`src/rtl/dfrt_pkg.sv`:
```
// Shared constants, types and command structures of the duplicate frame rejection table.
`default_nettype none

package dfrt_pkg;

    localparam int TABLE_ENTRIES = 16;
    localparam int IDX_W         = (TABLE_ENTRIES > 1) ? $clog2(TABLE_ENTRIES) : 1;

    localparam int ADDR_W     = 16;
    localparam int SEQ_W      = 8;
    localparam int LIFE_W     = 8;
    localparam int CFG_IDX_W  = 1;
    localparam int CFG_DATA_W = 16;

    localparam logic [CFG_IDX_W-1:0] CFG_OWN_ADDRESS    = 1'b0;
    localparam logic [CFG_IDX_W-1:0] CFG_ENTRY_LIFETIME = 1'b1;

    localparam logic [LIFE_W-1:0] LIFETIME_RESET = 8'd10;

    typedef logic [IDX_W-1:0] t_idx;

    typedef enum logic [2:0] {
        ST_IDLE,
        ST_CHECK,
        ST_SCAN,
        ST_INSERT,
        ST_AGE,
        ST_EMIT
    } t_state;

    typedef struct packed {
        logic capture;
        logic own_reject;
        logic scan_step;
        logic insert;
        logic age_step;
        logic load_out;
    } t_dp_cmd;

    typedef struct packed {
        logic tick;
        logic own_match;
        logic hit;
        logic last;
        logic out_free;
    } t_dp_status;

endpackage

`default_nettype wire

```
`src/rtl/dfrt_ctrl.sv`:
```
// Controller state machine sequencing the table scan for frames and ticks.
`default_nettype none

module dfrt_ctrl (
    input  wire                       i_clk,
    input  wire                       i_rst_n,
    input  wire                       i_in_valid,
    output logic                      o_in_ready,
    input  wire dfrt_pkg::t_dp_status i_status,
    output dfrt_pkg::t_dp_cmd         o_cmd
);

    dfrt_pkg::t_state r_state;
    dfrt_pkg::t_state n_state;

    always_ff @(posedge i_clk) begin
        if (!i_rst_n) begin
            r_state <= dfrt_pkg::ST_IDLE;
        end else begin
            r_state <= n_state;
        end
    end

    always_comb begin
        n_state = r_state;
        unique case (r_state)
            dfrt_pkg::ST_IDLE: begin
                if (i_in_valid) begin
                    n_state = dfrt_pkg::ST_CHECK;
                end
            end
            dfrt_pkg::ST_CHECK: begin
                priority if (i_status.tick) begin
                    n_state = dfrt_pkg::ST_AGE;
                end else if (i_status.own_match) begin
                    n_state = dfrt_pkg::ST_EMIT;
                end else begin
                    n_state = dfrt_pkg::ST_SCAN;
                end
            end
            dfrt_pkg::ST_SCAN: begin
                priority if (i_status.hit) begin
                    n_state = dfrt_pkg::ST_EMIT;
                end else if (i_status.last) begin
                    n_state = dfrt_pkg::ST_INSERT;
                end
            end
            dfrt_pkg::ST_INSERT: begin
                n_state = dfrt_pkg::ST_EMIT;
            end
            dfrt_pkg::ST_AGE: begin
                if (i_status.last) begin
                    n_state = dfrt_pkg::ST_EMIT;
                end
            end
            dfrt_pkg::ST_EMIT: begin
                if (i_status.out_free) begin
                    n_state = dfrt_pkg::ST_IDLE;
                end
            end
            default: begin
                n_state = dfrt_pkg::ST_IDLE;
            end
        endcase
    end

    always_comb begin
        o_in_ready = 1'b0;
        o_cmd      = '0;
        unique case (r_state)
            dfrt_pkg::ST_IDLE: begin
                o_in_ready    = 1'b1;
                o_cmd.capture = i_in_valid;
            end
            dfrt_pkg::ST_CHECK: begin
                o_cmd.own_reject = !i_status.tick && i_status.own_match;
            end
            dfrt_pkg::ST_SCAN: begin
                o_cmd.scan_step = 1'b1;
            end
            dfrt_pkg::ST_INSERT: begin
                o_cmd.insert = 1'b1;
            end
            dfrt_pkg::ST_AGE: begin
                o_cmd.age_step = 1'b1;
            end
            dfrt_pkg::ST_EMIT: begin
                o_cmd.load_out = i_status.out_free;
            end
            default: begin
                o_in_ready = 1'b0;
            end
        endcase
    end

endmodule

`default_nettype wire

```
`src/rtl/dfrt_datapath.sv`:
```
// Datapath: captured item, entry table, scan index, configuration and result register.
`default_nettype none

module dfrt_datapath (
    input  wire                                 i_clk,
    input  wire                                 i_rst_n,
    input  wire dfrt_pkg::t_dp_cmd              i_cmd,
    output dfrt_pkg::t_dp_status                o_status,
    input  wire                                 i_func,
    input  wire  [dfrt_pkg::ADDR_W-1:0]         i_source_address,
    input  wire  [dfrt_pkg::SEQ_W-1:0]          i_sequence_number,
    input  wire  [dfrt_pkg::ADDR_W-1:0]         i_link_destination,
    input  wire  [dfrt_pkg::ADDR_W-1:0]         i_network_destination,
    input  wire                                 i_cfg_valid,
    input  wire  [dfrt_pkg::CFG_IDX_W-1:0]      i_cfg_index,
    input  wire  [dfrt_pkg::CFG_DATA_W-1:0]     i_cfg_data,
    input  wire                                 i_out_ready,
    output logic                                o_out_valid,
    output logic                                o_reject,
    output logic                                o_route_remove_valid,
    output logic [dfrt_pkg::ADDR_W-1:0]         o_route_remove_address
);

    logic                          r_func;
    logic [dfrt_pkg::ADDR_W-1:0]   r_src;
    logic [dfrt_pkg::SEQ_W-1:0]    r_seq;
    logic [dfrt_pkg::ADDR_W-1:0]   r_link;
    logic [dfrt_pkg::ADDR_W-1:0]   r_net;

    dfrt_pkg::t_idx                r_idx;
    logic                          r_free_found;
    dfrt_pkg::t_idx                r_free_idx;

    logic                          r_pend_reject;
    logic                          r_pend_rmv;
    logic [dfrt_pkg::ADDR_W-1:0]   r_pend_addr;

    logic                          r_out_valid;
    logic                          r_out_reject;
    logic                          r_out_rmv;
    logic [dfrt_pkg::ADDR_W-1:0]   r_out_addr;

    logic [dfrt_pkg::ADDR_W-1:0]   r_own_address;
    logic [dfrt_pkg::LIFE_W-1:0]   r_entry_lifetime;

    logic [dfrt_pkg::ADDR_W-1:0]   r_src_tab  [dfrt_pkg::TABLE_ENTRIES];
    logic [dfrt_pkg::SEQ_W-1:0]    r_seq_tab  [dfrt_pkg::TABLE_ENTRIES];
    logic [dfrt_pkg::LIFE_W-1:0]   r_life_tab [dfrt_pkg::TABLE_ENTRIES];

    logic                          live;
    logic                          match;
    logic [dfrt_pkg::SEQ_W-1:0]    diff;
    logic                          seq_ok;
    logic                          rmv;
    logic                          last;

    always_comb begin
        live   = r_life_tab[r_idx] != '0;
        match  = live && (r_src_tab[r_idx] == r_src);
        diff   = r_seq - r_seq_tab[r_idx];
        seq_ok = (diff != '0) && !diff[dfrt_pkg::SEQ_W-1];
        rmv    = r_own_address == r_link;
        last   = r_idx == dfrt_pkg::IDX_W'(dfrt_pkg::TABLE_ENTRIES - 1);
    end

    always_comb begin
        o_status.tick      = r_func;
        o_status.own_match = r_src == r_own_address;
        o_status.hit       = match;
        o_status.last      = last;
        o_status.out_free  = !r_out_valid || i_out_ready;
    end

    // capture the item on transfer
    always_ff @(posedge i_clk) begin
        if (i_cmd.capture) begin
            r_func <= i_func;
            r_src  <= i_source_address;
            r_seq  <= i_sequence_number;
            r_link <= i_link_destination;
            r_net  <= i_network_destination;
        end
    end

    // advance scan index, remember the highest free entry
    always_ff @(posedge i_clk) begin
        if (!i_rst_n) begin
            r_idx        <= '0;
            r_free_found <= 1'b0;
            r_free_idx   <= '0;
        end else begin
            priority if (i_cmd.capture) begin
                r_idx        <= '0;
                r_free_found <= 1'b0;
            end else if (i_cmd.scan_step || i_cmd.age_step) begin
                if (!last) begin
                    r_idx <= r_idx + 1'b1;
                end
                if (i_cmd.scan_step && !live) begin
                    r_free_found <= 1'b1;
                    r_free_idx   <= r_idx;
                end
            end
        end
    end

    always_ff @(posedge i_clk) begin
        priority if (i_cmd.capture) begin
            r_pend_reject <= 1'b0;
            r_pend_rmv    <= 1'b0;
            r_pend_addr   <= '0;
        end else if (i_cmd.own_reject) begin
            r_pend_reject <= 1'b1;
        end else if (i_cmd.scan_step && match && !seq_ok) begin
            r_pend_reject <= 1'b1;
            r_pend_rmv    <= rmv;
            r_pend_addr   <= rmv ? r_net : '0;
        end else if (i_cmd.insert && !r_free_found) begin
            r_pend_reject <= 1'b1;
        end
    end

    always_ff @(posedge i_clk) begin
        if (!i_rst_n) begin
            for (int k = 0; k < dfrt_pkg::TABLE_ENTRIES; k++) begin
                r_life_tab[k] <= '0;
            end
        end else begin
            priority if (i_cmd.age_step) begin
                if (live) begin
                    r_life_tab[r_idx] <= r_life_tab[r_idx] - 1'b1;
                end
            end else if (i_cmd.scan_step && match && seq_ok) begin
                r_life_tab[r_idx] <= r_entry_lifetime;
            end else if (i_cmd.insert && r_free_found) begin
                r_life_tab[r_free_idx] <= r_entry_lifetime;
            end
        end
    end

    always_ff @(posedge i_clk) begin
        priority if (i_cmd.scan_step && match && seq_ok) begin
            r_seq_tab[r_idx] <= r_seq;
        end else if (i_cmd.insert && r_free_found) begin
            r_src_tab[r_free_idx] <= r_src;
            r_seq_tab[r_free_idx] <= r_seq;
        end
    end

    always_ff @(posedge i_clk) begin
        if (!i_rst_n) begin
            r_own_address    <= '0;
            r_entry_lifetime <= dfrt_pkg::LIFETIME_RESET;
        end else if (i_cfg_valid) begin
            unique case (i_cfg_index)
                dfrt_pkg::CFG_OWN_ADDRESS: begin
                    r_own_address <= i_cfg_data;
                end
                dfrt_pkg::CFG_ENTRY_LIFETIME: begin
                    r_entry_lifetime <= i_cfg_data[dfrt_pkg::LIFE_W-1:0];
                end
                default: begin
                    r_own_address <= r_own_address;
                end
            endcase
        end
    end

    always_ff @(posedge i_clk) begin
        if (!i_rst_n) begin
            r_out_valid <= 1'b0;
        end else if (i_cmd.load_out) begin
            r_out_valid <= 1'b1;
        end else if (i_out_ready) begin
            r_out_valid <= 1'b0;
        end
    end

    always_ff @(posedge i_clk) begin
        if (i_cmd.load_out) begin
            r_out_reject <= r_pend_reject;
            r_out_rmv    <= r_pend_rmv;
            r_out_addr   <= r_pend_addr;
        end
    end

    assign o_out_valid            = r_out_valid;
    assign o_reject               = r_out_reject;
    assign o_route_remove_valid   = r_out_rmv;
    assign o_route_remove_address = r_out_addr;

endmodule

`default_nettype wire

```
`src/rtl/duplicate_frame_rejection_table.sv`:
```
// Top level of the duplicate frame rejection table: controller and datapath.
//
// Each input transfer is a received frame header (func 0) or an aging tick (func 1) and yields
// exactly one result. The table of TABLE_ENTRIES entries is held in registers and walked one
// entry per cycle, so the scan sets the rate: a tick ages every live entry, a frame from a new
// source scans every entry and then inserts, a frame from a known source stops at the matching
// entry, and a frame from the own address skips the scan. A finished result waits in an output
// register while the next item is taken. Configuration writes (index 0 own address, index 1
// entry lifetime in ticks) are always ready and must only be issued while the block is idle.
// Entry lifetimes are cleared by reset.
`default_nettype none

module duplicate_frame_rejection_table (
    input  wire                                 i_clk,
    input  wire                                 i_rst_n,
    input  wire                                 i_in_valid,
    output logic                                o_in_ready,
    input  wire                                 i_func,
    input  wire  [dfrt_pkg::ADDR_W-1:0]         i_source_address,
    input  wire  [dfrt_pkg::SEQ_W-1:0]          i_sequence_number,
    input  wire  [dfrt_pkg::ADDR_W-1:0]         i_link_destination,
    input  wire  [dfrt_pkg::ADDR_W-1:0]         i_network_destination,
    input  wire                                 i_cfg_valid,
    output logic                                o_cfg_ready,
    input  wire  [dfrt_pkg::CFG_IDX_W-1:0]      i_cfg_index,
    input  wire  [dfrt_pkg::CFG_DATA_W-1:0]     i_cfg_data,
    output logic                                o_out_valid,
    input  wire                                 i_out_ready,
    output logic                                o_reject,
    output logic                                o_route_remove_valid,
    output logic [dfrt_pkg::ADDR_W-1:0]         o_route_remove_address
);

    dfrt_pkg::t_dp_cmd    cmd;
    dfrt_pkg::t_dp_status status;

    assign o_cfg_ready = 1'b1;

    dfrt_ctrl u_ctrl (
        .i_clk      (i_clk),
        .i_rst_n    (i_rst_n),
        .i_in_valid (i_in_valid),
        .o_in_ready (o_in_ready),
        .i_status   (status),
        .o_cmd      (cmd)
    );

    dfrt_datapath u_datapath (
        .i_clk                  (i_clk),
        .i_rst_n                (i_rst_n),
        .i_cmd                  (cmd),
        .o_status               (status),
        .i_func                 (i_func),
        .i_source_address       (i_source_address),
        .i_sequence_number      (i_sequence_number),
        .i_link_destination     (i_link_destination),
        .i_network_destination  (i_network_destination),
        .i_cfg_valid            (i_cfg_valid),
        .i_cfg_index            (i_cfg_index),
        .i_cfg_data             (i_cfg_data),
        .i_out_ready            (i_out_ready),
        .o_out_valid            (o_out_valid),
        .o_reject               (o_reject),
        .o_route_remove_valid   (o_route_remove_valid),
        .o_route_remove_address (o_route_remove_address)
    );

endmodule

`default_nettype wire

```
`config.mk`:
```
export PLATFORM = sky130hd
export DESIGN_NAME = duplicate_frame_rejection_table
export DESIGN_NICKNAME = d
export VERILOG_FILES = /design/src/rtl/dfrt_pkg.sv /design/src/rtl/dfrt_ctrl.sv /design/src/rtl/dfrt_datapath.sv /design/src/rtl/duplicate_frame_rejection_table.sv
export SDC_FILE = /design/constraint.sdc
export NUM_CORES = 1
export LEC_CHECK = 0
export BUFFER_PORTS_ARGS = -buffer_cell sky130_fd_sc_hd__clkbuf_2
export CORE_UTILIZATION = 59
export CTS_BUF_LIST = sky130_fd_sc_hd__clkbuf_4 sky130_fd_sc_hd__clkbuf_8
export DETAILED_ROUTE_END_ITERATION = 10
export GPL_TIMING_DRIVEN = 1
export PLACE_DENSITY = 0.8
export REMOVE_ABC_BUFFERS = 1
export SLEW_MARGIN = 25
export SYNTH_ARGS = -nofsm -noshare
export SYNTH_HDL_FRONTEND = slang
export SYNTH_SLANG_ARGS = --single-unit
```
`constraint.sdc`:
```
create_clock -name i_clk -period 7.2 [get_ports i_clk]
set_clock_uncertainty 0.15 [all_clocks]
set_input_delay 0.72 -clock i_clk [delete_from_list [all_inputs] [get_ports i_clk]]
set_output_delay 0.72 -clock i_clk [all_outputs]
set_load 0.03 [all_outputs]
```
# Word level (Yosys, flattened, before mapping)
# Memory sizes are Yosys's and may differ from the RTL's. A register that Yosys moved wholly into a read port is not among the register bits.
# Index checks and enable logic that the tools add are counted.
totals:
  ramBits: 512
  in_bits: 79
  n_memories: 3
  ff_bits: 130
memory_table:
  columns: ["memory", "words", "word_bits", "read_ports", "rd_ports_with_merged_regs", "wr", "line", "rtl"]
  rows:
  - ["u_datapath.r_src_tab", 16, 16, 1, 1, 1, "dfrt_datapath.sv:46", "logic [dfrt_pkg::ADDR_W-1:0] r_src_tab [dfrt_pkg::TABLE_ENTRIES];"]
  - ["u_datapath.r_life_tab", 16, 8, 1, 1, 16, "dfrt_datapath.sv:48", "logic [dfrt_pkg::LIFE_W-1:0] r_life_tab [dfrt_pkg::TABLE_ENTRIES];"]
  - ["u_datapath.r_seq_tab", 16, 8, 1, 1, 1, "dfrt_datapath.sv:47", "logic [dfrt_pkg::SEQ_W-1:0] r_seq_tab [dfrt_pkg::TABLE_ENTRIES];"]
classes:
  n_addsub: 3
  eq_ne: 13
  muxes: 53
  reduce_logical: 33
  bitwise: 6
op_table:
  columns: ["op", "n"]
  rows:
  - ["$eq A16 B16 Y1", 3]
  - ["$mux W4", 9]
  - ["$mux W8", 4]
  - ["$mux W1", 31]
  - ["$reduce_or A8 Y1", 3]
  - ["$mux W3", 7]
  - ["$pmux W3 S6", 1]
  - ["$mux W16", 1]
  - ["$reduce_bool A8 Y1", 2]
  - ["$reduce_and A2 Y1", 5]
  - ["$logic_and A1 B1 Y1", 9]
  - ["$sub A8 B1 Y8 const B", 1]
  - ["$sub A8 B8 Y8", 1]
  - ["$eq A3 B2 Y1 const B", 2]
  - ["$eq A3 B3 Y1 const B", 2]
  - ["$logic_not A1 Y1", 6]
  - ["$not A1 Y1", 5]
  - ["$add A4 B1 Y4 const B", 1]
  - ["$eq A4 B4 Y1 const B", 1]
  - ["$ne A2 B1 Y1 const B", 2]
  - ["$reduce_and A4 Y1", 1]
  - ["$eq A3 B1 Y1 const B", 1]
  - ["$logic_not A3 Y1", 1]
  - ["$ne A3 B1 Y1 const B", 1]
  - ["7 further kinds", 8]

# Logic depth before layout (Yosys ltp)
depth:
  depth_word: 12
  mapped_depth: 23
  mapped_depth_nobuf: 13

# By module
# From an unflattened synthesis, not the netlist that was laid out.
hier_totals:
  cells_unflattened: 1617
  area_unflattened_um2: 26850.8
modules_own_cells:
  columns: ["module", "area_each_um2", "seq_area_each_um2", "n_inst", "cells_each"]
  rows:
  - ["dfrt_datapath", 26558.0, 18748.0, 1, 1578]
  - ["dfrt_ctrl", 281.5, 60.1, 1, 37]
  - ["duplicate_frame_rejection_table", 11.3, 0.0, 1, 2]

# Worst setup path after synthesis
# No wires, ideal clock.
synth_timing:
  path_kind: "register -> register"
  from: "reg with a tool-made name"
  to: "mem u_datapath.r_life_tab[7][0] (netlist bit) (enable)"
  n_path_buf: 10
  required_ns: 6.718
  path_slack_ns: 0.986
  arrival_ns: 5.732
  path_stages_with_launch: 23
  setup_time_ns: 0.332
  path_cell_list: "dfxtp_1 > buf_6 > buf_6 > buf_6 > buf_4 > buf_4 > buf_1 > buf_2 > mux4_2 > mux4_2 > ha_1 > fa_1 > o21ai_0 > a21oi_1 > mux2i_1 > nand3_1 > o311a_1 > and4b_4 > buf_12 > buf_12 > buf_12 > o211ai_4 > nand3_1"
synth_rtl:
  columns: ["item", "line"]
  rows:
  - ["end: declaration", "dfrt_datapath.sv:48"]

==> metrics.md <==
| Metric | Value |
|---|---|
| Status | completed |
| Max Cap Viol | 0 |
| Worst slack, placed | approximately 1.5 ns |
| DRT met1 WL | 25580 um |
| Area Overhead vs Synth | 11.58% |
| DR pass1 iterations | 5 |
| Vias in the first global route | between 15000 and 20000 |
| Die area | 47370 sq um |
| Max Used Layer | met4 |
| Die width | roughly 220 um |
| Core Rows | approximately 80 |
| EDFF count, synth | 587 |
| IO Count | 100 |
| Initial DRC count | 1759 |
| CTS tree | built |
| Lkg Pwr | approximately 0.010 uW |
| ANT cells | 0 |
| CTS Buffer Depth | 3 |
| Hold Path Class | input port to register |
| # DRC | 0 |
| Tcrit/Tclk final | 0.7950 |
| CP required | around 7.4 ns |
| Unrepaired setup endpoints after global routing | false |
| Setup Buffers After CTS | 0 |
| XOR/XNOR Fraction of Synth Area | 0.01979 |
| Syn. warnings | 0 |
| Via density per instance | roughly 6.5 |
| Largest family of logic cells by synthesized area | multiplexers |
| CTS buffer count | between 90 and 100 |
| Initial Utilization | 0.6019 |
| Clk sinks | 646 |
| Synth Area in Adders | 0.005291 |
| Count of input and output buffers | a little under 100 |
| Min Tclk post-route | roughly 5.7 ns |
| Seq/Total Area, Yosys | 0.6856 |
| Final WS setup | 1.476 ns |
| Post_cts resized | 0 |
| Top FF cell, synth | edfxtp_1 |
| PwrDens | 298.4 nW/um^2 |
| Metal2 WL | about 31000 um |
| Synth cell types | 75 |
| Synth top area share | 0.6425 |
| Slew @ Worst Pin | 0.9315 ns |
| Skew-Pair Late Insertion Delay | 0.69 ns |
| Worst setup EP type | register |
| Drt wl/cell | 26.55 um |
| Root Buffer Master | clkbuf_8 |
| Metal3 WL | a little over 6000 um |
| Core area | 45580 sq um |
| Share of cells above drive strength 1 | 0.2763 |
| Setup_tns | 0 ns |
| Peak supply drop | between 0.0003 and 0.0004 V |
| Yosys top cell by area | edfxtp_1 |
| Non-filler cells, final | 2453 |
| Fin. max-slew vios | 0 |
| Fin. Hold Viols | 0 |
| Die Ht | 217.6 um |
| Simple-gate portion of the synthesized area | 0.05623 |
| Grt ovf | 0 |
| Nets@finish | between 1500 and 2000 |
| Max-slew headroom | 0.3756 |
| Compound-Gate Fraction of Synth Area | 0.07986 |
| Placed cell count | 2273 |
| First-pass GRT wire length | 97730 um |
| Htree depth | 3 |
| Placer congestion estimate | 0.8852 |
| Post-route ant nets | 0 |
| Syn Area/Cell | 16.89 sq um |
| Post-DP HPWL | 40920 um |
| Crit Path Category | register to register |
| Via Count | 15990 |
| Post-CTS Hold Buffers | 0 |
| Tot GR Track Use | 0.2803 |
| WL final | 65120 um |
| #FFs+latches synth | 646 |
| Nature of the critical path startpoint | register |
| Multiplexer area fraction after synthesis | 0.1299 |
| Power, Total | 9132 uW |
| Hold Slack | 0.04905 ns |
| Antenna violations before repair | 1 |
| Max FO, Critical Path | 67 |
| WP data arrival | 5.95 ns |
| Largest cells by area after synthesis | edfxtp_1 (64%), mux4_2 (9.9%), dfxtp_1 (4.3%) |
| Netlist Area Pre-Place | 27430 sq um |
| Ys async rst share | 0 |
| Max Freq | 174.7 MHz |
| Setup Viol. Count Final | 0 |
| Post-synthesis instance total | about 1600 |
| Largest net degree at the start of global routing | 68 |
| Worst-path clk slew | 0.06 ns |
## worst max-delay path, cell delays in order (launching register included)
cell,delay [ns]
dfxtp_4,0.80
buf_12,0.52
mux4_2,0.57
mux2i_1,0.19
xnor2_1,0.09
nor4_1,0.40
a31o_1,0.30
nor4bb_1,0.47
and4b_4,0.87
a211o_1,0.80
a22oi_1,0.16
## cell families after synthesis
kind of cell,Yosys count
AND/OR/NAND/NOR,314
flip-flops,646
AO/OA/AOI/OAI,265
XOR/XNOR,62
adder cells (fa/ha/maj),11
multiplexers,206
buffers and inverters,119
other,1
## placed cells by master (no fill, tap or decap), types with 5 or more instances in the layout
cell | Yosys | routed
nand4_1 | 10 | 10
o211ai_4 | 6 | 6
dfxtp_1 | 59 | 55
nand3b_1 | 5 | 5
a22o_1 | 6 | 6
clkbuf_2 | 0 | 98
mux2i_1 | 85 | 85
nand2_1 | 121 | 121
clkinv_2 | 0 | 10
a211oi_2 | 10 | 10
nor2_2 | 0 | 12
and2_1 | 7 | 6
nor3_4 | 0 | 6
a211oi_1 | 87 | 87
edfxtp_1 | 587 | 587
mux4_2 | 120 | 120
clkinv_1 | 1 | 20
o21ai_0 | 11 | 11
a21oi_1 | 19 | 19
buf_4 | 11 | 50
nor2_1 | 56 | 40
a22oi_1 | 44 | 44
xor2_1 | 25 | 25
nor2_4 | 1 | 5
nand2b_1 | 7 | 7
xnor2_1 | 37 | 37
nor4_1 | 5 | 5
clkbuf_4 | 0 | 35
and3_1 | 11 | 11
clkbuf_8 | 0 | 111
inv_1 | 18 | 17
nor3_1 | 10 | 9
a22oi_2 | 10 | 10
nor2b_1 | 21 | 20
ha_1 | 10 | 10
nand3_1 | 34 | 34
o211ai_2 | 6 | 6
a21boi_0 | 28 | 28
## flip-flops by register name, summed over array words and instances (netlist names), 4 cells and up, named ones only
register	count
u_datapath.r_entry_lifetime	8
u_datapath.r_life_tab	128
u_datapath.r_pend_addr	16
u_datapath.r_idx	4
u_datapath.r_src_tab	256
u_datapath.r_link	16
u_datapath.r_seq	8
u_datapath.r_free_idx	4
u_datapath.r_own_address	16
u_datapath.r_src	16
u_datapath.o_route_remove_address	16
u_datapath.r_seq_tab	128
u_datapath.r_net	16
## layer usage
| metal | up-vias | GRT usage |
|---|---|---|
| met5 | - | 0 |
| met4 | 0 | 0.1110 |
| met3 | 149 | 0.05160 |
| li1 | 6807 | - |
| met1 | 8067 | 0.3916 |
| met2 | 966 | 0.4407 |
## cells in the mapped netlist, drive strengths merged (2+ instances only)
| cell type | count |
|---|---|
| and3 | 11 |
| o21ba | 6 |
| ha | 10 |
| a22o | 6 |
| o21a | 2 |
| a21o | 2 |
| nand4 | 10 |
| xnor2 | 37 |
| nor3b | 2 |
| nor2b | 21 |
| and2 | 8 |
| a21boi | 28 |
| nor4bb | 2 |
| nor4 | 7 |
| xor2 | 25 |
| nand3 | 34 |
| nand2b | 7 |
| mux2i | 85 |
| nor3 | 16 |
| mux4 | 120 |
| nand3b | 5 |
| a221oi | 2 |
| edfxtp | 587 |
| a211oi | 97 |
| nand2 | 121 |
| a21oi | 19 |
| or2 | 3 |
| o211ai | 14 |
| o22ai | 4 |
| nor2 | 57 |
| a31oi | 2 |
| buf | 57 |
| o21ai | 18 |
| dfxtp | 59 |
| inv | 18 |
| o31ai | 2 |
| clkbuf | 43 |
| or3 | 4 |
| a22oi | 54 |
## layout make-up
type	count	area (sq um)
Sequential cell	646	18820
Tap cell	600	750.7
Clock inverter	34	186.4
Timing Repair Buffer	149	885.9
Fill cell	2920	14970
Inverter	19	71.32
Clock buffer	146	1790
Multi-Input combinational cell	859	8104
## power by group
part           total [uW]  internal [uW]  switching [uW]
Sequential           4730           4420             304
Clock                3000           1600            1410
Combinational        1400            546             856
## through the flow
| stage | utilization | area (sq um) |
|---|---|---|
| floorplan | - | 26870 |
| global placement | 0.6267 | 28560 |
| detailed placement | 0.6279 | 28620 |
| CTS | 0.6713 | 30590 |
| global route | 0.6716 | 30610 |
| finish | 0.6716 | 30610 |
## final timing paths
check | startpoint | to | slack, ns | depth (start not counted)
hold reg to reg | u_datapath.r_pend_addr[14]$_SDFFE_PP0P_ | u_datapath.o_route_remove_address[14]$_DFFE_PP_ | 0.28 | 0
hold / removal | i_link_destination[11] | u_datapath.r_link[11]$_DFFE_PP_ | 0.05 | 1
setup reg to reg | register | u_datapath.r_life_tab[11][0]$_SDFFCE_PN0P_ | 1.48 | 10
setup / recovery | register | u_datapath.r_life_tab[11][0]$_SDFFCE_PN0P_ | 1.48 | 10
Note: power is estimated with default switching activity, not from simulation.
